$ cat config.mk
export PLATFORM = sky130hd
export DESIGN_NAME = two_beam_direction_counter_unit
export DESIGN_NICKNAME = d
export VERILOG_FILES = /design/src/design/tbdc_pkg.sv /design/src/design/tbdc_cfg_regs.sv /design/src/design/tbdc_core.sv /design/src/design/two_beam_direction_counter_unit.sv
export SDC_FILE = /design/constraint.sdc
export NUM_CORES = 1
export LEC_CHECK = 0
export ABC_AREA = 0
export BUFFER_PORTS_ARGS = -buffer_cell sky130_fd_sc_hd__buf_2
export CAP_MARGIN = 30
export CORE_MARGIN = 2
export CORE_UTILIZATION = 60
export CTS_BUF_LIST = sky130_fd_sc_hd__clkbuf_2
export CTS_CLUSTER_DIAMETER = 60
export DETAILED_ROUTE_END_ITERATION = 10
export PLACE_DENSITY = 0.81
export SKIP_CTS_REPAIR_TIMING = 1
export SYNTH_ARGS = -nofsm -noshare
export SYNTH_HDL_FRONTEND = slang
export SYNTH_SLANG_ARGS = --single-unit
$ cat constraint.sdc
create_clock -name clk -period 5.4 [get_ports clk]
set_input_delay 1.08 -clock clk [delete_from_list [all_inputs] [get_ports clk]]
set_output_delay 1.08 -clock clk [all_outputs]
set_load 0.02 [all_outputs]
$ cat src/design/tbdc_pkg.sv
// Shared types and constants for the two-beam direction counter.
// No dependencies; imported by every module of the block.
`timescale 1ns / 1ps

package tbdc_pkg;

  localparam int unsigned CountW   = 16;
  localparam int unsigned MsW      = 16;
  localparam int unsigned TickW    = 8;
  localparam int unsigned CfgIdxW  = 2;
  localparam int unsigned CfgDataW = 16;
  localparam int unsigned InDataW  = 8;
  localparam int unsigned OutDataW = 24;

  // Opcode of an input item
  localparam logic OP_TICK = 1'b0;
  localparam logic OP_BEAM = 1'b1;

  // Configuration register indexes
  localparam logic [CfgIdxW-1:0] CFG_TICKS_PER_MS    = 2'd0;
  localparam logic [CfgIdxW-1:0] CFG_MIN_CROSSING_MS = 2'd1;
  localparam logic [CfgIdxW-1:0] CFG_MAX_CROSSING_MS = 2'd2;

  // Reset values
  localparam logic [TickW-1:0]  TICKS_PER_MS_RST = 8'd20;
  localparam logic [MsW-1:0]    MIN_MS_RST       = 16'd50;
  localparam logic [MsW-1:0]    MAX_MS_RST       = 16'd1000;
  localparam logic [CountW-1:0] PEOPLE_RST       = 16'd3;
  localparam logic [CountW-1:0] PEOPLE_MAX       = 16'hFFFF;
  localparam logic [MsW-1:0]    MS_MAX           = 16'hFFFF;

  typedef struct packed {
    logic [TickW-1:0] ticks_per_ms;
    logic [MsW-1:0]   min_crossing_ms;
    logic [MsW-1:0]   max_crossing_ms;
  } cfg_t;

  typedef struct packed {
    logic              opcode;
    logic              beam_one_level;
    logic              beam_two_level;
  } item_t;

  typedef struct packed {
    logic [CountW-1:0] people_count;
    logic              count_changed;
  } res_t;

endpackage

$ cat src/design/tbdc_cfg_regs.sv
// Configuration register file of the two-beam direction counter.
// Depends on tbdc_pkg for the register indexes and the cfg_t bundle.
`timescale 1ns / 1ps

module tbdc_cfg_regs (
  input  logic                          clk,
  input  logic                          rst_n,
  input  logic                          wr_en,
  input  logic [tbdc_pkg::CfgIdxW-1:0]  wr_index,
  input  logic [tbdc_pkg::CfgDataW-1:0] wr_data,
  output tbdc_pkg::cfg_t                cfg
);
  import tbdc_pkg::*;

  cfg_t cfg_r;
  cfg_t cfg_nxt;

  // Decode the write; unknown indexes leave everything as it is
  always_comb begin
    cfg_nxt = cfg_r;
    if (wr_en) begin
      case (wr_index)
        CFG_TICKS_PER_MS:    cfg_nxt.ticks_per_ms    = wr_data[TickW-1:0];
        CFG_MIN_CROSSING_MS: cfg_nxt.min_crossing_ms = wr_data[MsW-1:0];
        CFG_MAX_CROSSING_MS: cfg_nxt.max_crossing_ms = wr_data[MsW-1:0];
        default:             cfg_nxt = cfg_r;
      endcase
    end
  end

  always_ff @(posedge clk) begin
    if (!rst_n) begin
      cfg_r.ticks_per_ms    <= TICKS_PER_MS_RST;
      cfg_r.min_crossing_ms <= MIN_MS_RST;
      cfg_r.max_crossing_ms <= MAX_MS_RST;
    end else begin
      cfg_r <= cfg_nxt;
    end
  end

  assign cfg = cfg_r;

endmodule

$ cat src/design/tbdc_core.sv
// Counter state and the per-item update: prescaler, crossing window, flags.
// Depends on tbdc_pkg; the result is combinational and registered by the top.
`timescale 1ns / 1ps

module tbdc_core (
  input  logic           clk,
  input  logic           rst_n,
  input  tbdc_pkg::cfg_t cfg,
  input  logic           step,
  input  tbdc_pkg::item_t item,
  output tbdc_pkg::res_t res
);
  import tbdc_pkg::*;

  logic [CountW-1:0] people_inside_r, people_inside_nxt;
  logic              beam_one_seen_r, beam_one_seen_nxt;
  logic              beam_two_seen_r, beam_two_seen_nxt;
  logic [MsW-1:0]    elapsed_ms_r, elapsed_ms_nxt;
  logic [TickW-1:0]  ticks_left_r, ticks_left_nxt;
  logic              changed;

  logic win_late;
  logic win_in;
  logic partner_one;
  logic partner_two;

  // Window compare against the elapsed time since the last beam event
  assign win_late    = elapsed_ms_r > cfg.max_crossing_ms;
  assign win_in      = !win_late && (elapsed_ms_r >= cfg.min_crossing_ms);
  assign partner_one = beam_one_seen_r && !win_late;
  assign partner_two = beam_two_seen_r && !win_late;

  // Next state for one item
  always_comb begin
    people_inside_nxt = people_inside_r;
    beam_one_seen_nxt = beam_one_seen_r;
    beam_two_seen_nxt = beam_two_seen_r;
    elapsed_ms_nxt    = elapsed_ms_r;
    ticks_left_nxt    = ticks_left_r;
    changed           = 1'b0;
    if (item.opcode == OP_TICK) begin
      if (ticks_left_r <= TickW'(1)) begin
        if (elapsed_ms_r != MS_MAX) elapsed_ms_nxt = elapsed_ms_r + MsW'(1);
        ticks_left_nxt = cfg.ticks_per_ms;
      end else begin
        ticks_left_nxt = ticks_left_r - TickW'(1);
      end
    end else if (item.beam_two_level) begin
      // Beam two: one then two counts an entry
      beam_one_seen_nxt = 1'b0;
      beam_two_seen_nxt = !partner_one;
      if (partner_one && win_in && people_inside_r != PEOPLE_MAX) begin
        people_inside_nxt = people_inside_r + CountW'(1);
        changed           = 1'b1;
      end
      elapsed_ms_nxt = '0;
      ticks_left_nxt = cfg.ticks_per_ms;
    end else if (item.beam_one_level) begin
      // Beam one: two then one counts an exit
      beam_two_seen_nxt = 1'b0;
      beam_one_seen_nxt = !partner_two;
      if (partner_two && win_in && people_inside_r != '0) begin
        people_inside_nxt = people_inside_r - CountW'(1);
        changed           = 1'b1;
      end
      elapsed_ms_nxt = '0;
      ticks_left_nxt = cfg.ticks_per_ms;
    end
  end

  // Advance state on each item taken
  always_ff @(posedge clk) begin
    if (!rst_n) begin
      people_inside_r <= PEOPLE_RST;
      beam_one_seen_r <= 1'b0;
      beam_two_seen_r <= 1'b0;
      elapsed_ms_r    <= '0;
      ticks_left_r    <= TICKS_PER_MS_RST;
    end else if (step) begin
      people_inside_r <= people_inside_nxt;
      beam_one_seen_r <= beam_one_seen_nxt;
      beam_two_seen_r <= beam_two_seen_nxt;
      elapsed_ms_r    <= elapsed_ms_nxt;
      ticks_left_r    <= ticks_left_nxt;
    end
  end

  assign res.people_count  = people_inside_nxt;
  assign res.count_changed = changed;

  // Both side flags are never pending together
  a_flags_exclusive: assert property (@(posedge clk) disable iff (!rst_n)
    !(beam_one_seen_r && beam_two_seen_r))
    else $error("both beam flags set");

  // Count moves only when the item reports a change
  a_count_hold: assert property (@(posedge clk) disable iff (!rst_n)
    step && !changed |=> $stable(people_inside_r))
    else $error("count moved without change flag");

  a_count_moves: assert property (@(posedge clk) disable iff (!rst_n)
    step && changed |=> people_inside_r != $past(people_inside_r))
    else $error("change flag without count update");

  // A tick never touches the side flags
  a_tick_flags: assert property (@(posedge clk) disable iff (!rst_n)
    step && item.opcode == OP_TICK |=> $stable(beam_one_seen_r) && $stable(beam_two_seen_r))
    else $error("tick altered beam flags");

endmodule

$ cat src/design/two_beam_direction_counter_unit.sv
// Top level of the two-beam direction counter: stream ports, input and result registers.
// Depends on tbdc_pkg, tbdc_cfg_regs and tbdc_core.
`timescale 1ns / 1ps

// Takes one item per clock cycle while the output register is empty or its result
// is taken: an item is captured in the input register, is evaluated by the core's
// compare and increment logic, and its result lands in the output register.
// Both registers move together whenever the output register is empty
// or its result is taken, so a stalled result holds back at most one item.
// Configuration writes are always accepted and should be made while idle.
module two_beam_direction_counter_unit (
  input  logic                          clk,
  input  logic                          rst_n,
  // in_tdata: [0] opcode, [1] beam_one_level, [2] beam_two_level, [7:3] zero
  input  logic                          in_tvalid,
  output logic                          in_tready,
  input  logic [tbdc_pkg::InDataW-1:0]  in_tdata,
  // out_tdata: [15:0] people_count, [16] count_changed, [23:17] zero
  output logic                          out_tvalid,
  input  logic                          out_tready,
  output logic [tbdc_pkg::OutDataW-1:0] out_tdata,
  input  logic                          cfg_valid,
  output logic                          cfg_ready,
  input  logic [tbdc_pkg::CfgIdxW-1:0]  cfg_index,
  input  logic [tbdc_pkg::CfgDataW-1:0] cfg_data
);
  import tbdc_pkg::*;

  cfg_t  cfg;
  item_t item_r;
  logic  in_valid_r;
  res_t  res;
  res_t  out_res_r;
  logic  out_valid_r;
  logic  advance;
  logic  step;

  assign cfg_ready = 1'b1;

  tbdc_cfg_regs u_cfg (
    .clk      (clk),
    .rst_n    (rst_n),
    .wr_en    (cfg_valid && cfg_ready),
    .wr_index (cfg_index),
    .wr_data  (cfg_data),
    .cfg      (cfg)
  );

  // Pipeline moves when the result register is free or being drained
  assign advance   = !out_valid_r || out_tready;
  assign step      = in_valid_r && advance;
  assign in_tready = !in_valid_r || advance;

  // Input register
  always_ff @(posedge clk) begin
    if (!rst_n) begin
      in_valid_r <= 1'b0;
    end else if (in_tready) begin
      in_valid_r <= in_tvalid;
    end
  end

  always_ff @(posedge clk) begin
    if (in_tready && in_tvalid) begin
      item_r.opcode         <= in_tdata[0];
      item_r.beam_one_level <= in_tdata[1];
      item_r.beam_two_level <= in_tdata[2];
    end
  end

  tbdc_core u_core (
    .clk   (clk),
    .rst_n (rst_n),
    .cfg   (cfg),
    .step  (step),
    .item  (item_r),
    .res   (res)
  );

  // Result register
  always_ff @(posedge clk) begin
    if (!rst_n) begin
      out_valid_r <= 1'b0;
    end else if (advance) begin
      out_valid_r <= in_valid_r;
    end
  end

  always_ff @(posedge clk) begin
    if (step) out_res_r <= res;
  end

  assign out_tvalid = out_valid_r;
  assign out_tdata  = {7'd0, out_res_r.count_changed, out_res_r.people_count};

endmodule
## Word level (Yosys, flattened, before mapping)

Index checks and enable logic that the tools add are counted.

- Flip-flop bits (word level): 104
- Output and inout port bits: 27
- Word-level logic and storage cells: 76

- Add/sub/neg operators: 4
- $lt $le $gt $ge: 3
- Eq/ne operators: 5
- Multiplexer cells: 22
- Reduce and logical (&&, ||, !) cells: 27

Operators by type and width:

| operator | number |
|---|---|
| 16-bit two-way mux | 10 |
| 16-bit by 1-bit adder with 16-bit output, second input constant | 2 |
| 8-bit two-way mux | 4 |
| 16-bit inequality test, second input constant | 2 |
| 16-bit >= comparator | 1 |
| 16-bit > comparator | 1 |
| 16-bit nonzero test | 1 |
| 16-bit by 1-bit subtractor with 16-bit output, second input constant | 1 |
| 1-bit logical AND | 9 |
| 8-bit by 1-bit <= comparator with 1-bit output, second input constant | 1 |
| 1-bit two-way mux | 8 |
| 2-bit AND reduction | 4 |
| 8-bit by 1-bit subtractor with 8-bit output, second input constant | 1 |
| 2-bit nonzero test | 3 |
| 1-bit logical NOT | 5 |
| 4-bit AND reduction | 1 |
| 3-bit inequality test, second input constant | 1 |
| 3-bit AND reduction | 1 |
| 2-bit by 1-bit equality test with 1-bit output, second input constant | 1 |
| 2-bit equality test, second input constant | 1 |
| 2-bit logical NOT | 1 |
| 1-bit logical OR | 2 |

## Longest topological paths before layout

Gate-level depths: netlist of run 1.

- Depth in word-level cells: 9
- Depth in mapped cells: 11
- Mapped depth without buffers: 9

## Modules after synthesis

A second synthesis of run 1 with hierarchy kept.

- Cell total of the unflattened synthesis: 696
- Area, all modules: 6120.9 µm²

By module, submodules not included:

| module | instances | cells an instance | area an instance (µm²) | sequential area each (µm²) |
|---|---|---|---|---|
| tbdc_core | 1 | 493 | 3722.3 | 840.8 |
| tbdc_cfg_regs | 1 | 164 | 1626.6 | 800.8 |
| two_beam_direction_counter_unit | 1 | 39 | 772.0 | 640.6 |

## Worst setup path before layout of run 1

No wires, ideal clock.

- Kind: input to register
- Start point: in out_tready
- End point: reg u_core.elapsed_ms_r[10]
- Library setup time: 0.128 ns
- Arrival time: 2.751 ns
- Required time: 5.272 ns
- Setup slack: 2.522 ns
- Stages on the path: 8
- Path buffers: 2
- Cell sequence: nor2b_1 > nand2b_1 > inv_1 > nand2_1 > clkbuf_1 > o21ai_0 > clkbuf_1 > nor2_1

- Word-level cells in the longest chain between the ends: 3

RTL lines:

| what | RTL line | text |
|---|---|---|
| from (decl) | two_beam_direction_counter_unit.sv:20 | `input logic out_tready,` |
| 1-bit logical OR | two_beam_direction_counter_unit.sv:50 | `assign advance = !out_valid_r \|\| out_tready;` |
| 1-bit logical AND | two_beam_direction_counter_unit.sv:51 | `assign step = in_valid_r && advance;` |
| named net step | two_beam_direction_counter_unit.sv:36 | `logic step;` |
| 4-bit AND reduction (no line) | - |  |
| to (signal assigned) | tbdc_core.sv:83 | `elapsed_ms_r <= elapsed_ms_nxt;` |
| to (decl) | tbdc_core.sv:18 | `logic [MsW-1:0] elapsed_ms_r, elapsed_ms_nxt;` |

The timed path passes the listed nets, and every way through them passes these cells.
A chain may end at the register's enable or synchronous reset.

==> results.sh, run 1 <==
export IMPL_rsz0062_at_grt="no"
export IMPL_max_clock_freq_mhz=302
export IMPL_area_growth_synth_to_final_pct=6.22
export IMPL_n_antenna_cell=0
export IMPL_initialDrtViolationCount=225
export IMPL_globalRouteTotalUtil_pct=25.6
export IMPL_crit_chain="inv_1, ha_1, nand2b_1, a2111o_1, a311oi_1, nand2_1, nand3_1, nor2_1, xor2_1"
export IMPL_first_global_vias=4438
export IMPL_ir_worst_vdd_mv=0.155
export IMPL_synth_top_cell_area_share_pct=30.1
export IMPL_synth_common_cells="90 x sky130_fd_sc_hd__nand2_1, 84 x sky130_fd_sc_hd__dfxtp_1, 68 x sky130_fd_sc_hd__a21oi_1, 58 x sky130_fd_sc_hd__nor2_1, 45 x sky130_fd_sc_hd__inv_1"
export IMPL_fin_worst_skew_ns=0.0308
export IMPL_timing_critical_path_from_type="flop"
export IMPL_outcome="complete, no violations"
export IMPL_crit_slowest_cell="sky130_fd_sc_hd__a311oi_1"
export IMPL_first_pass_iters=4
export IMPL_finalWorstPathRequiredPeriod_ns=3.31
export IMPL_synth_top_cell_by_area="sky130_fd_sc_hd__dfxtp_1"
export IMPL_cp_num_buf_inv=1
export IMPL_ys_ff_latch=104
export IMPL_whs_ns=0.475
export IMPL_cts_tree="yes"
export IMPL_cp_required_ns=5.75
export IMPL_clock_tree_htree_level_count=3
export IMPL_critical_path_peak_fanout=10
export IMPL_dominantRegCellSynth="sky130_fd_sc_hd__dfxtp_1"
export IMPL_combPwrFrac_pct=8.9
export IMPL_post_synth_edffs=20
export IMPL_post_route_cells_drive_above_1_share_pct=10.2
export IMPL_post_dp_hpwl_um=9050
export IMPL_fp_row_count=35
export IMPL_drt_vias_per_instance=5.84
export IMPL_post_route_drc_count=0
export IMPL_gr_total_overflow=0
export IMPL_insertion_delay_ns=0.59
export IMPL_routed_wirelength_um=12400
export IMPL_worst_r2r_startpoint="u_core.elapsed_ms_r[0]"
export IMPL_number_of_hold_violations_in_the_final_report=0
export IMPL_yosys_cell_count_top_type="sky130_fd_sc_hd__nand2_1"
export IMPL_vias=4715
export IMPL_postSynth_asyncResetShare_pct=0
export IMPL_cts_inserted_buffers=9
export IMPL_final_report_max_slew_violation_count=0
export IMPL_power_sequential_fraction_pct=62.2
export IMPL_io_buffers=44
export IMPL_die_height_um=101
export IMPL_critical_path_class="reg -> reg"
export IMPL_portion_of_total_power_attributed_to_the_clock_network_pct=28.8
export IMPL_nNetsFinal=761
export IMPL_ios=58
export IMPL_postRouteAntennaNets=0
export IMPL_synth_area_leaders="sky130_fd_sc_hd__dfxtp_1 30%, sky130_fd_sc_hd__edfxtp_1 11%, sky130_fd_sc_hd__ha_1 8.5%"
export IMPL_setup_viol=0
export IMPL_core_region_area_um2=9150
export IMPL_endpoint_kind="flop"
export IMPL_post_place_cells=792
export IMPL_worst_tran_pin_value_ns=0.720
export IMPL_sink_count=104
export IMPL_ys_warn_count=0
export IMPL_initial_utilization_pct=61.1
export IMPL_netlist_cell_type_count=58
export IMPL_crit_arrival_ns=3.66
export IMPL_cts_root_buf="sky130_fd_sc_hd__clkbuf_2"
export IMPL_die_x_um=101
export IMPL_critical_path_max_stage_delay_ns=0.57
export IMPL_pwr_density_cell_nw_per_um2=224
export IMPL_hold_path_startpoint="u_cfg.cfg[23]"
export IMPL_utilization_pct=64.9
export IMPL_slew_headroom_pct=51.4
export IMPL_layout_cells_non_filler=808
export IMPL_share_of_synthesized_area_occupied_by_flip_flops_and_latches_pct=40.8
export IMPL_critical_path_top_delay_family="simple AND/OR/NAND/NOR gates"
export IMPL_synth_cell_area_um2=5590
export IMPL_min_path_type="reg -> reg"
export IMPL_min_period_over_period_pct=61.2
export IMPL_grt_antenna_before_repair=0
export IMPL_wl_per_cell_um=15.3
export IMPL_maxCapViolCount=0
export IMPL_internal_power_uw=965
export IMPL_crit_path_start="u_core.elapsed_ms_r[0]"
export IMPL_postSynthCellCount=665
export IMPL_setup_tns_final_ns=0
export IMPL_switching_power_uw=363
export IMPL_design_die_area_um2=10100
export IMPL_grt_start_max_net_pins=53
export IMPL_p_leak_uw=0.00241
export IMPL_gp_routability_congestion=0.946
export IMPL_path_clk_slew_ns=0.28
export IMPL_power_uw=1330
export IMPL_syn_avg_cell_area_um2=8.40
export IMPL_global_route_wire_length_before_repair_um=20700
export IMPL_p_sw_share_pct=27.3
export IMPL_ctsLongestPathBuffers=2
worst paths after layout:
check,endpoint,slack (ns),cells after the start
hold reg to reg,u_cfg.cfg[23],0.47,2
setup reg to reg,out_tdata[15],2.09,9
hold / removal,u_cfg.cfg[23],0.47,2
setup / recovery,out_tdata[15],2.09,9
per-layer routing:
metal | track usage, % | share of wire (%) | routed length, um | vias up
met3 | 4.51 | 4.2 | 525 | 21
li1 | - | - | - | 2370
met5 | 0 | 0 | 0 | -
met1 | 32.3 | 44 | 5410 | 2197
met4 | 8.54 | 2.1 | 257 | 0
met2 | 44.5 | 50 | 6180 | 127
power by group through the flow:
stage | Sequential, uW | Clock (uW) | Combinational, uW
after floorplan | 841 | 0 | 81.2
after global placement | 840 | 0 | 113
after detailed placement | 841 | 0 | 117
after CTS | 827 | 391 | 118
after global routing | 830 | 420 | 134
final | 826 | 383 | 119
placed cells by master (no fill, tap or decap), types with 6 or more instances in the layout:
cell	instances
sky130_fd_sc_hd__a21oi_1	68
sky130_fd_sc_hd__xor2_1	24
sky130_fd_sc_hd__clkbuf_2	9
sky130_fd_sc_hd__ha_1	38
sky130_fd_sc_hd__mux2i_1	13
sky130_fd_sc_hd__buf_2	44
sky130_fd_sc_hd__conb_1	8
sky130_fd_sc_hd__dfxtp_1	84
sky130_fd_sc_hd__a31oi_1	9
sky130_fd_sc_hd__nor2_1	58
sky130_fd_sc_hd__edfxtp_1	20
sky130_fd_sc_hd__nand2b_1	6
sky130_fd_sc_hd__nand3_1	24
sky130_fd_sc_hd__and3_1	9
sky130_fd_sc_hd__nor4_1	8
sky130_fd_sc_hd__nand4_1	18
sky130_fd_sc_hd__inv_1	45
sky130_fd_sc_hd__xnor2_1	8
sky130_fd_sc_hd__nor3_1	9
sky130_fd_sc_hd__o211ai_1	13
sky130_fd_sc_hd__or3_1	6
sky130_fd_sc_hd__o21ai_0	22
sky130_fd_sc_hd__nand2_1	90
cell type report:
class	count	area (um2)
flip-flops and latches	104	2280
well taps	111	139
inverters	46	173
repair buffers	47	243
fillers	761	3220
clock buffers	9	45.0
clock inverters	7	76.3
multi-input cells	484	2980
stage by stage:
stage | setup slack [ns] | cell area (um2)
final | 2.09 | 5940
after global placement | 1.67 | 5810
after detailed placement | 1.54 | 5810
after CTS | 2.11 | 5940
after floorplan | 2.52 | 5610
after global routing | 1.85 | 5940
logic make-up after synthesis:
kind of cell / share of synthesized area (%)
adder cells (fa/ha/maj): 8.51
AO/OA/AOI/OAI: 14.8
flip-flops: 40.8
other: 0.134
XOR/XNOR: 5.02
buffers and inverters: 6.27
multiplexers: 2.33
AND/OR/NAND/NOR: 22.1
worst register-to-register path, stage by stage (launching register included):
cell and delay [ns]:
sky130_fd_sc_hd__dfxtp_1 0.45, sky130_fd_sc_hd__inv_1 0.09, sky130_fd_sc_hd__ha_1 0.28, sky130_fd_sc_hd__nand2b_1 0.14
sky130_fd_sc_hd__a2111o_1 0.41, sky130_fd_sc_hd__a311oi_1 0.57, sky130_fd_sc_hd__nand2_1 0.36, sky130_fd_sc_hd__nand3_1 0.48
sky130_fd_sc_hd__nor2_1 0.14, sky130_fd_sc_hd__xor2_1 0.17
registers in the layout, indices dropped and copies added, names as in the netlist:
register                count
u_cfg.cfg                  40
out_tdata                  17
u_core.elapsed_ms_r        16
u_core.people_inside_r     16
u_core.ticks_left_r         8
item_r                      3
in_valid_r                  1
out_tvalid                  1
u_core.beam_one_seen_r      1
u_core.beam_two_seen_r      1
(Power assumes the default switching activity.)
==> run 2: changes to the inputs <==
--- a/config.mk
+++ b/config.mk
@@ -5,7 +5,7 @@
 export SDC_FILE = /design/constraint.sdc
 export NUM_CORES = 1
 export LEC_CHECK = 0
-export ABC_AREA = 0
+export ABC_AREA = 1
 export BUFFER_PORTS_ARGS = -buffer_cell sky130_fd_sc_hd__buf_2
 export CAP_MARGIN = 30
 export CORE_MARGIN = 2
==> constraint.sdc (replaced) <==
create_clock -name clk -period 3.3 [get_ports clk]
set_input_delay 0.66 -clock clk [delete_from_list [all_inputs] [get_ports clk]]
set_output_delay 0.66 -clock clk [all_outputs]
set_load 0.02 [all_outputs]
==> run 2 against run 1 <==
Worst setup slack got worse by 1.6 ns. First-iteration DRC count increased by 11%. Final cell count increased by 18%. Clock-buffer cell count increased by 1. Utilization increased by 2.0 points. Power increased by 85%. Flip-flop and latch count unchanged. Routed wire length increased by 3.3%. Sequential share of layout area decreased by 1.9 points. Register-to-register slack got worse by 1.6 ns. Critical path type unchanged.
==> results.sh, run 2 <==
export IMPL_die_height_um=102
export IMPL_finalWorstPathRequiredPeriod_ns=2.84
export IMPL_wl_per_cell_um=13.4
export IMPL_path_clk_slew_ns=0.31
export IMPL_critical_path_peak_fanout=21
export IMPL_multiInputGateArea_um2=2950
export IMPL_fin_worst_skew_ns=0.0567
export IMPL_post_route_cell_area_um2=6240
export IMPL_cts_tree="yes"
export IMPL_netlist_cell_type_count=46
export IMPL_post_dp_hpwl_um=9370
export IMPL_syn_avg_cell_area_um2=7.40
export IMPL_outcome="complete, no violations"
export IMPL_cp_required_ns=3.67
export IMPL_post_route_cells_drive_above_1_share_pct=11.3
export IMPL_design_die_area_um2=10500
export IMPL_pwr_density_cell_nw_per_um2=393
export IMPL_layout_cells_most_common="sky130_fd_sc_hd__nand2_1"
export IMPL_nFillCells=822
export IMPL_dominantRegCellSynth="sky130_fd_sc_hd__dfxtp_1"
export IMPL_synth_top_cell_by_area="sky130_fd_sc_hd__dfxtp_1"
export IMPL_number_of_hold_violations_in_the_final_report=0
export IMPL_io_buffers=44
export IMPL_rsz0062_at_grt="no"
export IMPL_setup_viol=0
export IMPL_nNetsFinal=890
export IMPL_cts_root_buf="sky130_fd_sc_hd__clkbuf_2"
export IMPL_cells_on_worst_hold_path=1
export IMPL_gr_total_overflow=0
export IMPL_slew_headroom_pct=50.5
export IMPL_p_leak_uw=0.00287
export IMPL_clock_tree_htree_level_count=3
export IMPL_global_route_wire_length_before_repair_um=22000
export IMPL_vias=5348
export IMPL_setup_tns_final_ns=0
export IMPL_gp_routability_congestion=0.888
export IMPL_synth_area_leaders="sky130_fd_sc_hd__dfxtp_1 29%, sky130_fd_sc_hd__edfxtp_1 10%, sky130_fd_sc_hd__nand2_1 9.2%"
export IMPL_ctsLongestPathBuffers=2
export IMPL_routed_wirelength_um=12800
export IMPL_ir_worst_vdd_mv=0.371
export IMPL_grt_start_max_net_pins=46
export IMPL_largest_register_ffs=40
export IMPL_drt_vias_per_instance=5.60
export IMPL_layout_cells_non_filler=955
export IMPL_sink_count=104
export IMPL_share_of_synthesized_area_occupied_by_flip_flops_and_latches_pct=39.2
export IMPL_initial_utilization_pct=62.3
export IMPL_globalRouteTotalUtil_pct=26.3
export IMPL_worst_r2r_startpoint="u_core.elapsed_ms_r[13]"
export IMPL_initialDrtViolationCount=250
export IMPL_max_clock_freq_mhz=352
export IMPL_core_region_area_um2=9330
export IMPL_grt_antenna_before_repair=0
export IMPL_critical_path_class="reg -> reg"
export IMPL_post_synth_edffs=20
export IMPL_post_route_drc_count=0
export IMPL_min_path_type="in -> reg"
export IMPL_postSynth_asyncResetShare_pct=0
export IMPL_area_growth_synth_to_final_pct=7.29
export IMPL_rr_endpoint="out_tdata[0]"
export IMPL_min_period_over_period_pct=86.2
export IMPL_reg_area_um2=2280
export IMPL_first_global_vias=4990
export IMPL_synth_top_cell_area_share_pct=28.9
export IMPL_first_pass_iters=6
export IMPL_endpoint_kind="flop"
export IMPL_n_antenna_cell=0
export IMPL_power_uw=2450
export IMPL_crit_path_start="u_core.elapsed_ms_r[13]"
export IMPL_capturing_instance_or_port_of_the_critical_path="out_tdata[0]"
export IMPL_post_place_cells=939
export IMPL_dpl_cell_area_um2=6100
export IMPL_ys_ff_latch=104
export IMPL_ys_warn_count=0
export IMPL_cts_inserted_buffers=9
export IMPL_fp_row_count=35
export IMPL_crit_arrival_ns=3.22
export IMPL_postRouteAntennaNets=0
export IMPL_most_common_layout_cells="143 x sky130_fd_sc_hd__nand2_1, 108 x sky130_fd_sc_hd__inv_1, 84 x sky130_fd_sc_hd__dfxtp_1"
export IMPL_yosys_cell_count_top_type="sky130_fd_sc_hd__nand2_1"
export IMPL_worst_tran_pin_value_ns=0.742
export IMPL_synth_common_cells="143 x sky130_fd_sc_hd__nand2_1, 108 x sky130_fd_sc_hd__inv_1, 84 x sky130_fd_sc_hd__dfxtp_1, 79 x sky130_fd_sc_hd__a21oi_1, 61 x sky130_fd_sc_hd__nor2_1"
export IMPL_ios=58
export IMPL_synth_cell_area_um2=5820
export IMPL_die_x_um=102
export IMPL_reg2reg_depth=10
export IMPL_final_report_max_slew_violation_count=0
export IMPL_insertion_delay_ns=0.62
export IMPL_maxCapViolCount=0
export IMPL_timing_critical_path_from_type="flop"
export IMPL_ff_to_ff_setup_slack_ns=0.46
export IMPL_postSynthCellCount=786
run 2: cell count changes after synthesis, moves of 7 or more:
| cell | change |
|---|---|
| sky130_fd_sc_hd__o21ai_0 | +28 |
| sky130_fd_sc_hd__a21oi_1 | +11 |
| sky130_fd_sc_hd__nand2_1 | +53 |
| sky130_fd_sc_hd__mux2i_1 | -13 |
| sky130_fd_sc_hd__nor3_1 | +9 |
| sky130_fd_sc_hd__nand3_1 | +33 |
| sky130_fd_sc_hd__and3_1 | -9 |
| sky130_fd_sc_hd__xnor2_1 | -7 |
| sky130_fd_sc_hd__inv_1 | +63 |
| sky130_fd_sc_hd__xor2_1 | -19 |
| sky130_fd_sc_hd__clkbuf_1 | -9 |
run 2: critical path, stage by stage, from the launching register on:
cell,delay (ns)
sky130_fd_sc_hd__dfxtp_1,0.56
sky130_fd_sc_hd__ha_1,0.30
sky130_fd_sc_hd__a21oi_1,0.13
sky130_fd_sc_hd__o21ai_0,0.09
sky130_fd_sc_hd__nor2_1,0.10
sky130_fd_sc_hd__nand2_1,0.10
sky130_fd_sc_hd__a21boi_2,0.27
sky130_fd_sc_hd__nand2_1,0.11
sky130_fd_sc_hd__nand2_1,0.54
sky130_fd_sc_hd__nand2_1,0.18
sky130_fd_sc_hd__xor2_1,0.19
run 2: how the worst min path moves through the flow:
stage / to / start
after floorplan: u_cfg.cfg[34] / u_cfg.cfg[34]
after global placement: u_cfg.cfg[35] / u_cfg.cfg[35]
after detailed placement: u_cfg.cfg[35] / u_cfg.cfg[35]
after CTS: item_r[2] / in_tdata[0]
after global routing: item_r[2] / in_tdata[0]
final: item_r[2] / in_tdata[0]
run 2: routing by layer:
metal / track usage, % / part of all wire, % / wire (um)
met4: 10.4 / 2.9 / 370
met1: 32.2 / 44 / 5610
met5: 0 / 0 / 0
met3: 5.81 / 4.4 / 557
met2: 44.9 / 49 / 6240
run 2: kinds of logic (layout without fill, tap and decap cells):
logic type                 count (synthesis)  count (layout)  synth area share, %
buffers and inverters                    149             183                 10.4
xor gates and xnor gates                   6               6                0.904
other                                      2               8                0.129
DFF                                      104             104                 39.2
AOI/OAI and AO/OA                        166             166                 16.2
and+or+nand+nor                          321             321                 24.9
adders and majority gates                 38              38                 8.18
run 2: power by group:
group          switching (uW)  internal [uW]
Combinational             236            112
Clock                     434            260
Sequential               45.2           1360
run 2: stage by stage:
step           hold slack [ns]  setup slack [ns]  utilization (%)
2_1_floorplan            0.424              1.21                -
4_1_cts                  0.201             0.478             66.9
3_5_place_dp             0.451             0.541             65.4
5_1_grt                  0.187             0.202             66.9
6_report                 0.244             0.456             66.9
3_3_place_gp             0.441             0.637             65.4
run 2: layout make-up:
type                       count  share of cell area [%]
multi-input combinational    539                    47.3
timing repair buffer          49                    4.13
clock inverter                 6                    1.46
tap                          129                    2.59
clock buffer                  10                   0.802
sequential                   104                    36.6
inverter                     118                    7.16
